===== src/hw/rtl/pwmcap_pkg.sv =====
// Shared widths, reset values and codes of the PWM capture meter.
package pwmcap_pkg;

	localparam int CNT_W     = 32;
	localparam int CH_W      = 3;
	localparam int PIN_W     = 6;
	localparam int PIN_SPAN  = 2 ** CH_W;
	localparam int DUTY_W    = 7;
	localparam int NUM_W     = CNT_W + DUTY_W;
	localparam int CFG_IDX_W = 2;
	localparam int STATUS_W  = 2;
	localparam int CHANNELS  = 6;
	localparam int TIMEOUT_DIV = 20;

	localparam logic [DUTY_W-1:0] DUTY_SCALE    = 7'd100;
	localparam logic [CNT_W-1:0]  TICK_RATE_RST = 32'd50000000;
	localparam logic [CNT_W-1:0]  TIMEOUT_RST   = TICK_RATE_RST / TIMEOUT_DIV;

	typedef enum logic [CFG_IDX_W-1:0] {
		REG_TICK_RATE = 2'd0,
		REG_TIMEOUT   = 2'd1
	} cfg_reg_t;

	typedef enum logic [STATUS_W-1:0] {
		ST_MEASURED    = 2'd0,
		ST_TIMEOUT     = 2'd1,
		ST_ZERO_PERIOD = 2'd2
	} status_t;

	typedef enum logic [2:0] {
		SQ_IDLE,
		SQ_DIFF,
		SQ_WRAP,
		SQ_MAG,
		SQ_MUL,
		SQ_SORT,
		SQ_FREQ,
		SQ_DUTY
	} seq_state_t;

endpackage


===== src/hw/rtl/pwmcap_if.sv =====
// Handshake channels of the PWM capture meter: tick input, result output, config writes.
interface pwmcap_tick_if import pwmcap_pkg::*; ();
	logic              valid;
	logic              ready;
	logic              start_req;
	logic [CH_W-1:0]   channel;
	logic [PIN_W-1:0]  pin_levels;

	modport source (output valid, start_req, channel, pin_levels, input ready);
	modport sink   (input valid, start_req, channel, pin_levels, output ready);
endinterface

interface pwmcap_result_if import pwmcap_pkg::*; ();
	logic                valid;
	logic                ready;
	logic [CH_W-1:0]     result_channel;
	logic [STATUS_W-1:0] status;
	logic [CNT_W-1:0]    frequency;
	logic [DUTY_W-1:0]   duty_percent;

	modport source (output valid, result_channel, status, frequency, duty_percent,
		input ready);
	modport sink   (input valid, result_channel, status, frequency, duty_percent,
		output ready);
endinterface

interface pwmcap_cfg_if import pwmcap_pkg::*; ();
	logic                 valid;
	logic                 ready;
	logic [CFG_IDX_W-1:0] reg_index;
	logic [CNT_W-1:0]     data;

	modport source (output valid, reg_index, data, input ready);
	modport sink   (input valid, reg_index, data, output ready);
endinterface


===== src/hw/rtl/pwmcap_div.sv =====
// Bit-serial restoring divider, one quotient bit per cycle.
module pwmcap_div import pwmcap_pkg::*; (
	input  logic             clk,
	input  logic             arst_n,
	input  logic             start,
	input  logic [NUM_W-1:0] dividend,
	input  logic [CNT_W-1:0] divisor,
	output logic             done,
	output logic [NUM_W-1:0] quotient
);

	localparam int STEP_W = $clog2(NUM_W + 1);

	logic              busy_q;
	logic              done_q;
	logic [STEP_W-1:0] steps_q;
	logic [CNT_W-1:0]  rem_q;
	logic [CNT_W-1:0]  dsr_q;
	logic [NUM_W-1:0]  dq_q;   // dividend shifts out the top, quotient in at the bottom
	logic [CNT_W:0]    trial;
	logic [CNT_W+1:0]  diff;
	logic              fits;

	always_comb begin
		trial = {rem_q, dq_q[NUM_W-1]};
		diff  = {1'b0, trial} - {2'b0, dsr_q};
		fits  = !diff[CNT_W+1];
	end

	always_ff @(posedge clk or negedge arst_n) begin
		if (!arst_n) begin
			busy_q  <= 1'b0;
			done_q  <= 1'b0;
			steps_q <= '0;
		end else begin
			done_q <= busy_q && (steps_q == STEP_W'(1));
			if (start) begin
				busy_q  <= 1'b1;
				steps_q <= STEP_W'(NUM_W);
			end else if (busy_q) begin
				steps_q <= steps_q - STEP_W'(1);
				if (steps_q == STEP_W'(1))
					busy_q <= 1'b0;
			end
		end
	end

	always_ff @(posedge clk) begin
		if (start) begin
			rem_q <= '0;
			dsr_q <= divisor;
			dq_q  <= dividend;
		end else if (busy_q) begin
			rem_q <= fits ? diff[CNT_W-1:0] : trial[CNT_W-1:0];
			dq_q  <= {dq_q[NUM_W-2:0], fits};
		end
	end

	assign done     = done_q;
	assign quotient = dq_q;

endmodule


===== src/hw/rtl/pwm_input_capture_meter_top.sv =====
// Top level of the PWM input capture meter: edge capture, span math and serial division.
//
//  channel  dir  handshake       payload
//  -------  ---  --------------  ----------------------------------------------------
//  tick     in   valid / ready   start_req, channel[2:0], pin_levels[5:0]
//  result   out  valid / ready   result_channel[2:0], status[1:0], frequency[31:0],
//                                duty_percent[6:0]
//  cfg      in   valid / ready   reg_index[1:0], data[31:0]  (0 tick_rate, 1 timeout_ticks)
//
// A tick that completes a measurement on its second rising edge hands off to a sequencer:
// span and scale math in the states DIFF, WRAP, MAG, MUL and SORT, then two serial
// divisions (frequency, then duty); tick.ready is low meanwhile.
// A zero period or a wrapped-negative period skips the divisions.
// A timeout result is loaded straight into the output register on its tick.
// While a measurement runs and the output register still holds an untaken result,
// ticks stall; with no measurement running and the sequencer idle, ticks flow regardless of result.ready.
// Reset (arst_n low) clears the counter, the measurement state and the config to defaults.
module pwm_input_capture_meter_top import pwmcap_pkg::*; (
	input  logic clk,
	input  logic arst_n,
	pwmcap_tick_if.sink     tick,
	pwmcap_result_if.source result,
	pwmcap_cfg_if.sink      cfg
);

	// configuration
	logic [CNT_W-1:0] tick_rate_q;
	logic [CNT_W-1:0] timeout_q;

	// measurement state
	logic [CNT_W-1:0] cnt_q;
	logic             prev_q;
	logic             meas_q;
	logic [CH_W-1:0]  act_q;
	logic [1:0]       rises_q;
	logic [CNT_W-1:0] ear_q;
	logic [CNT_W-1:0] lat_q;
	logic [CNT_W-1:0] fall_q;
	logic [CNT_W-1:0] elapsed_q;

	// sequencer datapath
	seq_state_t       state_q, state_d;
	logic [CNT_W:0]   dp_q, dh_q;        // raw stamp differences with borrow
	logic [CNT_W-1:0] p_q, h_q;          // low word of wrap-corrected spans
	logic             pneg_q, hneg_q;    // span went negative (stale stamp past tick_rate)
	logic [CNT_W-1:0] pmag_q, hmag_q;
	logic [NUM_W-1:0] num_q;             // 100 * |high|
	logic [CNT_W-1:0] freq_q;

	// output register
	logic                out_valid_q;
	logic [CH_W-1:0]     res_ch_q;
	status_t             res_status_q;
	logic [CNT_W-1:0]    res_freq_q;
	logic [DUTY_W-1:0]   res_duty_q;

	logic                out_load;
	status_t             out_status_d;
	logic [CNT_W-1:0]    out_freq_d;
	logic [DUTY_W-1:0]   out_duty_d;

	// divider hookup
	logic             div_start;
	logic [NUM_W-1:0] div_dividend;
	logic             div_done;
	logic [NUM_W-1:0] quot;

	// tick-side combinational signals
	logic                tick_fire;
	logic                seq_busy;
	logic                slot_free;
	logic [PIN_SPAN-1:0] pins_ext;
	logic                start_ok;
	logic                start_lvl;
	logic                lvl;
	logic                rise;
	logic                fall;
	logic [1:0]          rise_nx;
	logic [CNT_W-1:0]    elapsed_nx;
	logic                timed_out;
	logic [CNT_W:0]      cnt_inc;
	logic [CNT_W-1:0]    cnt_nx;
	logic [CNT_W:0]      p_sum, h_sum;

	// ---------------- handshakes ----------------
	assign seq_busy  = (state_q != SQ_IDLE);
	assign slot_free = !out_valid_q || result.ready;
	// a tick can only produce a result while measuring, so only then must the slot be free
	assign tick.ready = !seq_busy && (slot_free || !meas_q);
	assign tick_fire  = tick.valid && tick.ready;
	assign cfg.ready  = 1'b1;

	// ---------------- configuration ----------------
	always_ff @(posedge clk or negedge arst_n) begin
		if (!arst_n) begin
			tick_rate_q <= TICK_RATE_RST;
			timeout_q   <= TIMEOUT_RST;
		end else if (cfg.valid && cfg.ready) begin
			unique case (cfg_reg_t'(cfg.reg_index))
				REG_TICK_RATE: tick_rate_q <= cfg.data;
				REG_TIMEOUT:   timeout_q   <= cfg.data;
				default: ;
			endcase
		end
	end

	// ---------------- edge capture ----------------
	always_comb begin
		pins_ext   = PIN_SPAN'(tick.pin_levels);   // missing pins read low
		start_ok   = tick.start_req && (int'(tick.channel) < CHANNELS);
		start_lvl  = pins_ext[tick.channel];
		lvl        = pins_ext[act_q];
		rise       = !prev_q && lvl;
		fall       = prev_q && !lvl;
		rise_nx    = (rise && rises_q != 2'd3) ? rises_q + 2'd1 : rises_q;
		elapsed_nx = (&elapsed_q) ? elapsed_q : elapsed_q + CNT_W'(1);
		timed_out  = (elapsed_nx >= timeout_q);
		// counter wraps at tick_rate; also recovers from a counter left above a lowered rate
		cnt_inc    = {1'b0, cnt_q} + (CNT_W+1)'(1);
		cnt_nx     = (cnt_inc >= {1'b0, tick_rate_q}) ? '0 : cnt_inc[CNT_W-1:0];
	end

	always_ff @(posedge clk or negedge arst_n) begin
		if (!arst_n) begin
			cnt_q     <= '0;
			prev_q    <= 1'b0;
			meas_q    <= 1'b0;
			act_q     <= '0;
			rises_q   <= '0;
			ear_q     <= '0;
			lat_q     <= '0;
			fall_q    <= '0;
			elapsed_q <= '0;
		end else if (tick_fire) begin
			cnt_q <= cnt_nx;
			if (start_ok) begin
				// new measurement: no edge detection and no timeout count on this tick
				meas_q    <= 1'b1;
				act_q     <= tick.channel;
				rises_q   <= '0;
				ear_q     <= '0;
				lat_q     <= '0;
				fall_q    <= '0;
				elapsed_q <= '0;
				prev_q    <= start_lvl;
			end else if (meas_q) begin
				if (rise) begin
					ear_q <= lat_q;
					lat_q <= cnt_q;
				end else if (fall) begin
					fall_q <= cnt_q;
				end
				rises_q   <= rise_nx;
				prev_q    <= lvl;
				elapsed_q <= elapsed_nx;
				if (timed_out || rise_nx[1])
					meas_q <= 1'b0;
			end
		end
	end

	// ---------------- post-processing sequencer ----------------
	always_ff @(posedge clk or negedge arst_n) begin
		if (!arst_n)
			state_q <= SQ_IDLE;
		else
			state_q <= state_d;
	end

	always_comb begin
		state_d      = state_q;
		div_start    = 1'b0;
		div_dividend = num_q;
		out_load     = 1'b0;
		out_status_d = ST_TIMEOUT;
		out_freq_d   = '0;
		out_duty_d   = '0;
		unique case (state_q)
			SQ_IDLE: begin
				if (tick_fire && meas_q && !start_ok) begin
					// a timeout beats the rising edge that would complete the measurement on the same tick
					if (timed_out)
						out_load = 1'b1;
					else if (rise_nx[1])
						state_d = SQ_DIFF;
				end
			end
			SQ_DIFF: state_d = SQ_WRAP;
			SQ_WRAP: state_d = SQ_MAG;
			SQ_MAG:  state_d = SQ_MUL;
			SQ_MUL:  state_d = SQ_SORT;
			SQ_SORT: begin
				if (!pneg_q && pmag_q == '0) begin
					out_load     = 1'b1;
					out_status_d = ST_ZERO_PERIOD;
					state_d      = SQ_IDLE;
				end else if (pneg_q) begin
					// huge period: frequency 0, duty is 0 or 1 by magnitude compare
					out_load     = 1'b1;
					out_status_d = ST_MEASURED;
					out_duty_d   = (hneg_q && num_q <= NUM_W'(pmag_q)) ? DUTY_W'(1) : '0;
					state_d      = SQ_IDLE;
				end else begin
					div_start    = 1'b1;
					div_dividend = NUM_W'(tick_rate_q);
					state_d      = SQ_FREQ;
				end
			end
			SQ_FREQ: begin
				if (div_done) begin
					div_start = 1'b1;
					state_d   = SQ_DUTY;
				end
			end
			SQ_DUTY: begin
				if (div_done) begin
					out_load     = 1'b1;
					out_status_d = ST_MEASURED;
					out_freq_d   = freq_q;
					// a negative high time over a positive period saturates
					out_duty_d   = (hneg_q || quot > NUM_W'(DUTY_SCALE)) ?
						DUTY_SCALE : quot[DUTY_W-1:0];
					state_d      = SQ_IDLE;
				end
			end
		endcase
	end

	// wrap correction: a borrowed difference gets tick_rate added back
	always_comb begin
		p_sum = {1'b0, dp_q[CNT_W-1:0]} + {1'b0, tick_rate_q};
		h_sum = {1'b0, dh_q[CNT_W-1:0]} + {1'b0, tick_rate_q};
	end

	always_ff @(posedge clk) begin
		if (state_q == SQ_DIFF) begin
			dp_q <= {1'b0, lat_q} - {1'b0, ear_q};
			dh_q <= {1'b0, fall_q} - {1'b0, ear_q};
		end
		if (state_q == SQ_WRAP) begin
			p_q    <= dp_q[CNT_W] ? p_sum[CNT_W-1:0] : dp_q[CNT_W-1:0];
			pneg_q <= dp_q[CNT_W] && !p_sum[CNT_W];
			h_q    <= dh_q[CNT_W] ? h_sum[CNT_W-1:0] : dh_q[CNT_W-1:0];
			hneg_q <= dh_q[CNT_W] && !h_sum[CNT_W];
		end
		if (state_q == SQ_MAG) begin
			pmag_q <= pneg_q ? -p_q : p_q;
			hmag_q <= hneg_q ? -h_q : h_q;
		end
		if (state_q == SQ_MUL)
			num_q <= NUM_W'(hmag_q) * NUM_W'(DUTY_SCALE);
		if (state_q == SQ_FREQ && div_done)
			freq_q <= quot[CNT_W-1:0];
	end

	pwmcap_div u_div (
		.clk      (clk),
		.arst_n   (arst_n),
		.start    (div_start),
		.dividend (div_dividend),
		.divisor  (pmag_q),
		.done     (div_done),
		.quotient (quot)
	);

	// ---------------- output register ----------------
	always_ff @(posedge clk or negedge arst_n) begin
		if (!arst_n)
			out_valid_q <= 1'b0;
		else if (out_load)
			out_valid_q <= 1'b1;
		else if (result.ready)
			out_valid_q <= 1'b0;
	end

	always_ff @(posedge clk) begin
		if (out_load) begin
			res_ch_q     <= act_q;
			res_status_q <= out_status_d;
			res_freq_q   <= out_freq_d;
			res_duty_q   <= out_duty_d;
		end
	end

	assign result.valid          = out_valid_q;
	assign result.result_channel = res_ch_q;
	assign result.status         = res_status_q;
	assign result.frequency      = res_freq_q;
	assign result.duty_percent   = res_duty_q;

endmodule


===== src/flat_wrapper.sv =====
// flat-port wrapper written by rule: the top's interface ports become plain ports
module pwm_input_capture_meter_top_flat import pwmcap_pkg::*;
  (clk, arst_n, tick_valid, tick_start_req, tick_channel, tick_pin_levels, tick_ready, result_valid, result_result_channel, result_status, result_frequency, result_duty_percent, result_ready, cfg_valid, cfg_reg_index, cfg_data, cfg_ready);
  pwmcap_tick_if tick_i ();
  pwmcap_result_if result_i ();
  pwmcap_cfg_if cfg_i ();
  input  logic clk;
  input  logic arst_n;
  input wire logic [$bits(tick_i.valid)-1:0] tick_valid;
  input wire logic [$bits(tick_i.start_req)-1:0] tick_start_req;
  input wire logic [$bits(tick_i.channel)-1:0] tick_channel;
  input wire logic [$bits(tick_i.pin_levels)-1:0] tick_pin_levels;
  output wire logic [$bits(tick_i.ready)-1:0] tick_ready;
  output wire logic [$bits(result_i.valid)-1:0] result_valid;
  output wire logic [$bits(result_i.result_channel)-1:0] result_result_channel;
  output wire logic [$bits(result_i.status)-1:0] result_status;
  output wire logic [$bits(result_i.frequency)-1:0] result_frequency;
  output wire logic [$bits(result_i.duty_percent)-1:0] result_duty_percent;
  input wire logic [$bits(result_i.ready)-1:0] result_ready;
  input wire logic [$bits(cfg_i.valid)-1:0] cfg_valid;
  input wire logic [$bits(cfg_i.reg_index)-1:0] cfg_reg_index;
  input wire logic [$bits(cfg_i.data)-1:0] cfg_data;
  output wire logic [$bits(cfg_i.ready)-1:0] cfg_ready;
  assign tick_i.valid = tick_valid;
  assign tick_i.start_req = tick_start_req;
  assign tick_i.channel = tick_channel;
  assign tick_i.pin_levels = tick_pin_levels;
  assign tick_ready = tick_i.ready;
  assign result_valid = result_i.valid;
  assign result_result_channel = result_i.result_channel;
  assign result_status = result_i.status;
  assign result_frequency = result_i.frequency;
  assign result_duty_percent = result_i.duty_percent;
  assign result_i.ready = result_ready;
  assign cfg_i.valid = cfg_valid;
  assign cfg_i.reg_index = cfg_reg_index;
  assign cfg_i.data = cfg_data;
  assign cfg_ready = cfg_i.ready;
  pwm_input_capture_meter_top u_core (.clk(clk), .arst_n(arst_n), .tick(tick_i), .result(result_i), .cfg(cfg_i));
endmodule

===== config.mk =====
export PLATFORM = sky130hd
export DESIGN_NAME = pwm_input_capture_meter_top_flat
export DESIGN_NICKNAME = d
export VERILOG_FILES = /design/src/hw/rtl/pwmcap_pkg.sv /design/src/hw/rtl/pwmcap_if.sv /design/src/hw/rtl/pwmcap_div.sv /design/src/hw/rtl/pwm_input_capture_meter_top.sv /design/src/flat_wrapper.sv
export SDC_FILE = /design/constraint.sdc
export NUM_CORES = 2
export LEC_CHECK = 0
export BUFFER_PORTS_ARGS = -buffer_cell sky130_fd_sc_hd__buf_4
export CAP_MARGIN = 20
export CORE_ASPECT_RATIO = 2
export CORE_MARGIN = 5
export CORE_UTILIZATION = 60
export CTS_BUF_LIST = sky130_fd_sc_hd__clkbuf_16
export CTS_CLUSTER_DIAMETER = 150
export DETAILED_ROUTE_END_ITERATION = 10
export PLACE_DENSITY_LB_ADDON = 0.3
export SLEW_MARGIN = 30
export SYNTH_ARGS = -nofsm -noshare
export SYNTH_HDL_FRONTEND = slang
export SYNTH_HIERARCHICAL = 1
export SYNTH_SLANG_ARGS = --single-unit

===== constraint.sdc =====
create_clock -name clk -period 9.21 [get_ports clk]
set_input_delay 2.3025 -clock clk [delete_from_list [all_inputs] [get_ports clk]]
set_output_delay 2.3025 -clock clk [all_outputs]
set_load 0.02 [all_outputs]

==> flow_summary.json <==
{
  "gp_congestion": 0.9922,
  "core-area_um2": 67730,
  "initial_core_util": 0.6035,
  "ir_worst_vdd_v": 0.0002835,
  "cts_buffer_depth": 3,
  "drive_gt1_frac": 0.1062,
  "wl_met2_um": 60860,
  "fp.dieH_um": 379.1,
  "path_max_fanout": 3,
  "rr_endpoint": "u_core/cnt_q[13]",
  "reg2reg_depth": 19,
  "reg2reg_setup_slack_ns": 3.82,
  "startpoint_type": "input port",
  "antenna_cells": 0,
  "drcViolationCount": 0,
  "routed-wl-met3_um": 4510,
  "layout_commonest_cell": "edfxtp_1",
  "cts_tree": "yes",
  "hold_path_class": "register to register",
  "endpoint_kind": "output pin",
  "overflow": 0,
  "dp_hpwl_um": 89910,
  "first_pass_iters": 6,
  "drtAntennaViolNets": 0,
  "grt_pass1_vias": 31320,
  "period_minus_slack_ns": 5.681,
  "fin_tns_setup_ns": 0,
  "fin_hold_ws_ns": 0.4790,
  "worstHoldStart": "u_core/u_div/quotient[25]",
  "cts_buffers": 59,
  "ys_warn_count": 6,
  "post_drt_wl_per_cell_um": 23.22,
  "clock_latency_ns": 0.67,
  "power_density_nw_per_um2": 294.0,
  "grtUsageTotal": 0.3072,
  "top_layer_used": "met4",
  "die_w_um": 194.6,
  "synth-seq-cells": 655,
  "rsz0062_at_grt": "false",
  "portBuffers": 94,
  "synthArstFlopShare": 0.3710,
  "antenna_found_initial": 0,
  "multi_input_area_um2": 20920,
  "via_per_inst": 6.224,
  "setup_viol": 0,
  "tightestPinTransition_ns": 0.9838,
  "postCtsHoldBufs": 0,
  "drv_slew": 0,
  "drt-total-wl_um": 114900,
  "fin_crit_sh": 0.6169,
  "r2r_start": "u_core/cnt_q[3]",
  "slew_headroom": 0.3442,
  "hold_viol": 0,
  "rows": 135,
  "synth_top_flop_cell": "edfxtp_1",
  "vias": 30810,
  "clock-sinks": 655,
  "layout.nets": 4453,
  "cp_data_required_time_ns": 6.91,
  "synth_seq_area_share": 0.4442,
  "postCtsSetupBuffers": 0,
  "status": "complete, no violations",
  "ctsResizeCount": 0,
  "grt_max_degree": 156,
  "syn2layout_area_growth_pct": 8.733,
  "syn_inst": 3956,
  "skew_ns": 0.04635,
  "wl_met1_um": 36980,
  "syn_area_um2": 40870,
  "power_leakage_nw": 19.43,
  "fmax_ghz": 0.1760,
  "synthDistinctLibCells": 102,
  "grt_pass1_wl_um": 175400,
  "worstSetupPathType": "input port to output pin",
  "drtIter0Drc": 1904,
  "htreeDepth": 2,
  "dieArea_um2": 73760,
  "syn_area_per_cell_um2": 10.33,
  "nFillCells": 5328,
  "crit_arrival_ns": 3.38,
  "synth_edf_count": 380,
  "clk_pin_slew_ns": 0.07,
  "cts_root_buffer": "clkbuf_16",
  "syn-num-nets": 4399,
  "seq_area_um2": 18160,
  "final_cell_mix": "380 x edfxtp_1, 371 x inv_1, 362 x nand2_1, 362 x ha_1, 265 x o21ai_0",
  "ios": 96,
  "min_path_cells": 0,
  "cap_violations": 0,
  "min_to": "u_core/freq_q[25]"
}
metrics by stage:
| stage | worst slack [ns] | utilization | instances | instance area, um2 | power [mW] |
|---|---|---|---|---|---|
| global route | 3.457 | 0.6562 | 4950 | 44440 | 13.82 |
| CTS | 3.463 | 0.6557 | 4949 | 44410 | 13.01 |
| global placement | 3.351 | 0.6270 | 4838 | 42470 | 10.37 |
| floorplan | 3.252 | - | 3956 | 40870 | 8.698 |
| detailed placement | 3.272 | 0.6273 | 4838 | 42490 | 10.50 |
| finish | 3.529 | 0.6562 | 4950 | 44440 | 13.07 |
cell usage after synthesis (12+ instances only):
master / instances / share of area
nand2b_1: 42 / 0.0064
nor2b_1: 28 / 0.0043
ha_1: 362 / 0.11
xor2_1: 80 / 0.017
a21oi_1: 188 / 0.023
a31oi_1: 44 / 0.0067
a32oi_1: 12 / 0.0026
o21ai_0: 266 / 0.033
mux2i_1: 18 / 0.0044
a21o_1: 115 / 0.021
dfstp_2: 20 / 0.013
nand3_1: 74 / 0.0091
o21bai_1: 20 / 0.0037
fa_1: 32 / 0.016
a311oi_2: 14 / 0.0051
nor3_1: 46 / 0.0056
a211oi_1: 22 / 0.0040
and3_1: 43 / 0.0066
dfxtp_1: 32 / 0.016
nand4_1: 44 / 0.0067
mux2_2: 118 / 0.033
nor2_1: 186 / 0.017
o21a_1: 40 / 0.0073
xnor2_1: 197 / 0.042
a22o_1: 91 / 0.019
edfxtp_1: 380 / 0.28
or3_1: 14 / 0.0021
and4_1: 14 / 0.0030
o41ai_1: 14 / 0.0030
inv_1: 363 / 0.033
dfrtp_1: 223 / 0.14
clkbuf_1: 110 / 0.010
o31ai_1: 39 / 0.0072
o211ai_1: 17 / 0.0031
and2_1: 60 / 0.0092
nor4_1: 29 / 0.0044
nand2_1: 364 / 0.033
registers in the layout, summed over array words and instances (netlist names), 33 cells and up:
register               count
u_core/u_div/quotient     39
u_core/dp_q               33
u_core/dh_q               33
u_core/num_q              37
cells by family after synthesis:
| logic type | count (synthesis) | synth area share |
|---|---|---|
| flops | 655 | 0.4442 |
| buf+inv | 494 | 0.04693 |
| compound gates | 1001 | 0.1662 |
| mux | 138 | 0.03802 |
| other cells | 1 | 0.00009174 |
| xor+xnor | 277 | 0.05935 |
| fa+ha+maj | 394 | 0.1265 |
| simple gates | 996 | 0.1187 |
per-layer routing:
layer | track usage | up-vias
met2 | 0.5763 | 991
met3 | 0.03961 | 458
met4 | 0.2669 | 0
met1 | 0.2888 | 14920
met5 | 0 | -
li1 | - | 14440
report_power, final:
part	internal, mW	leakage [nW]	total (mW)	switching [mW]
logic	2.32	11.5	5.81	3.50
clock network	1.34	0.977	2.48	1.15
registers	4.11	6.99	4.77	0.663
cell type report:
cell class,instances,area share
clock buffers,60,0.03378
clock inverters,51,0.009487
inverters,363,0.03066
multi-input cells,2807,0.4706
flip-flops and latches,655,0.4085
well taps,890,0.02506
repair buffers,124,0.02185
worst max path at each step:
stage / start / endpoint / slack [ns] / cells after the start
6_report: result_ready / tick_ready / 3.53 / 5
2_1_floorplan: result_ready / tick_ready / 3.25 / 2
5_1_grt: result_ready / tick_ready / 3.46 / 5
3_3_place_gp: result_ready / u_core/cnt_q[13] / 3.35 / 11
4_1_cts: result_ready / tick_ready / 3.46 / 5
3_5_place_dp: result_ready / u_core/cnt_q[5] / 3.27 / 11
critical path, cell delays in order:
cell and delay [ns]:
buf_4 0.08, nor2b_1 0.05, a2111oi_1 0.54, buf_4 0.25
buf_4 0.15
Note: power is estimated with default switching activity, not from simulation.
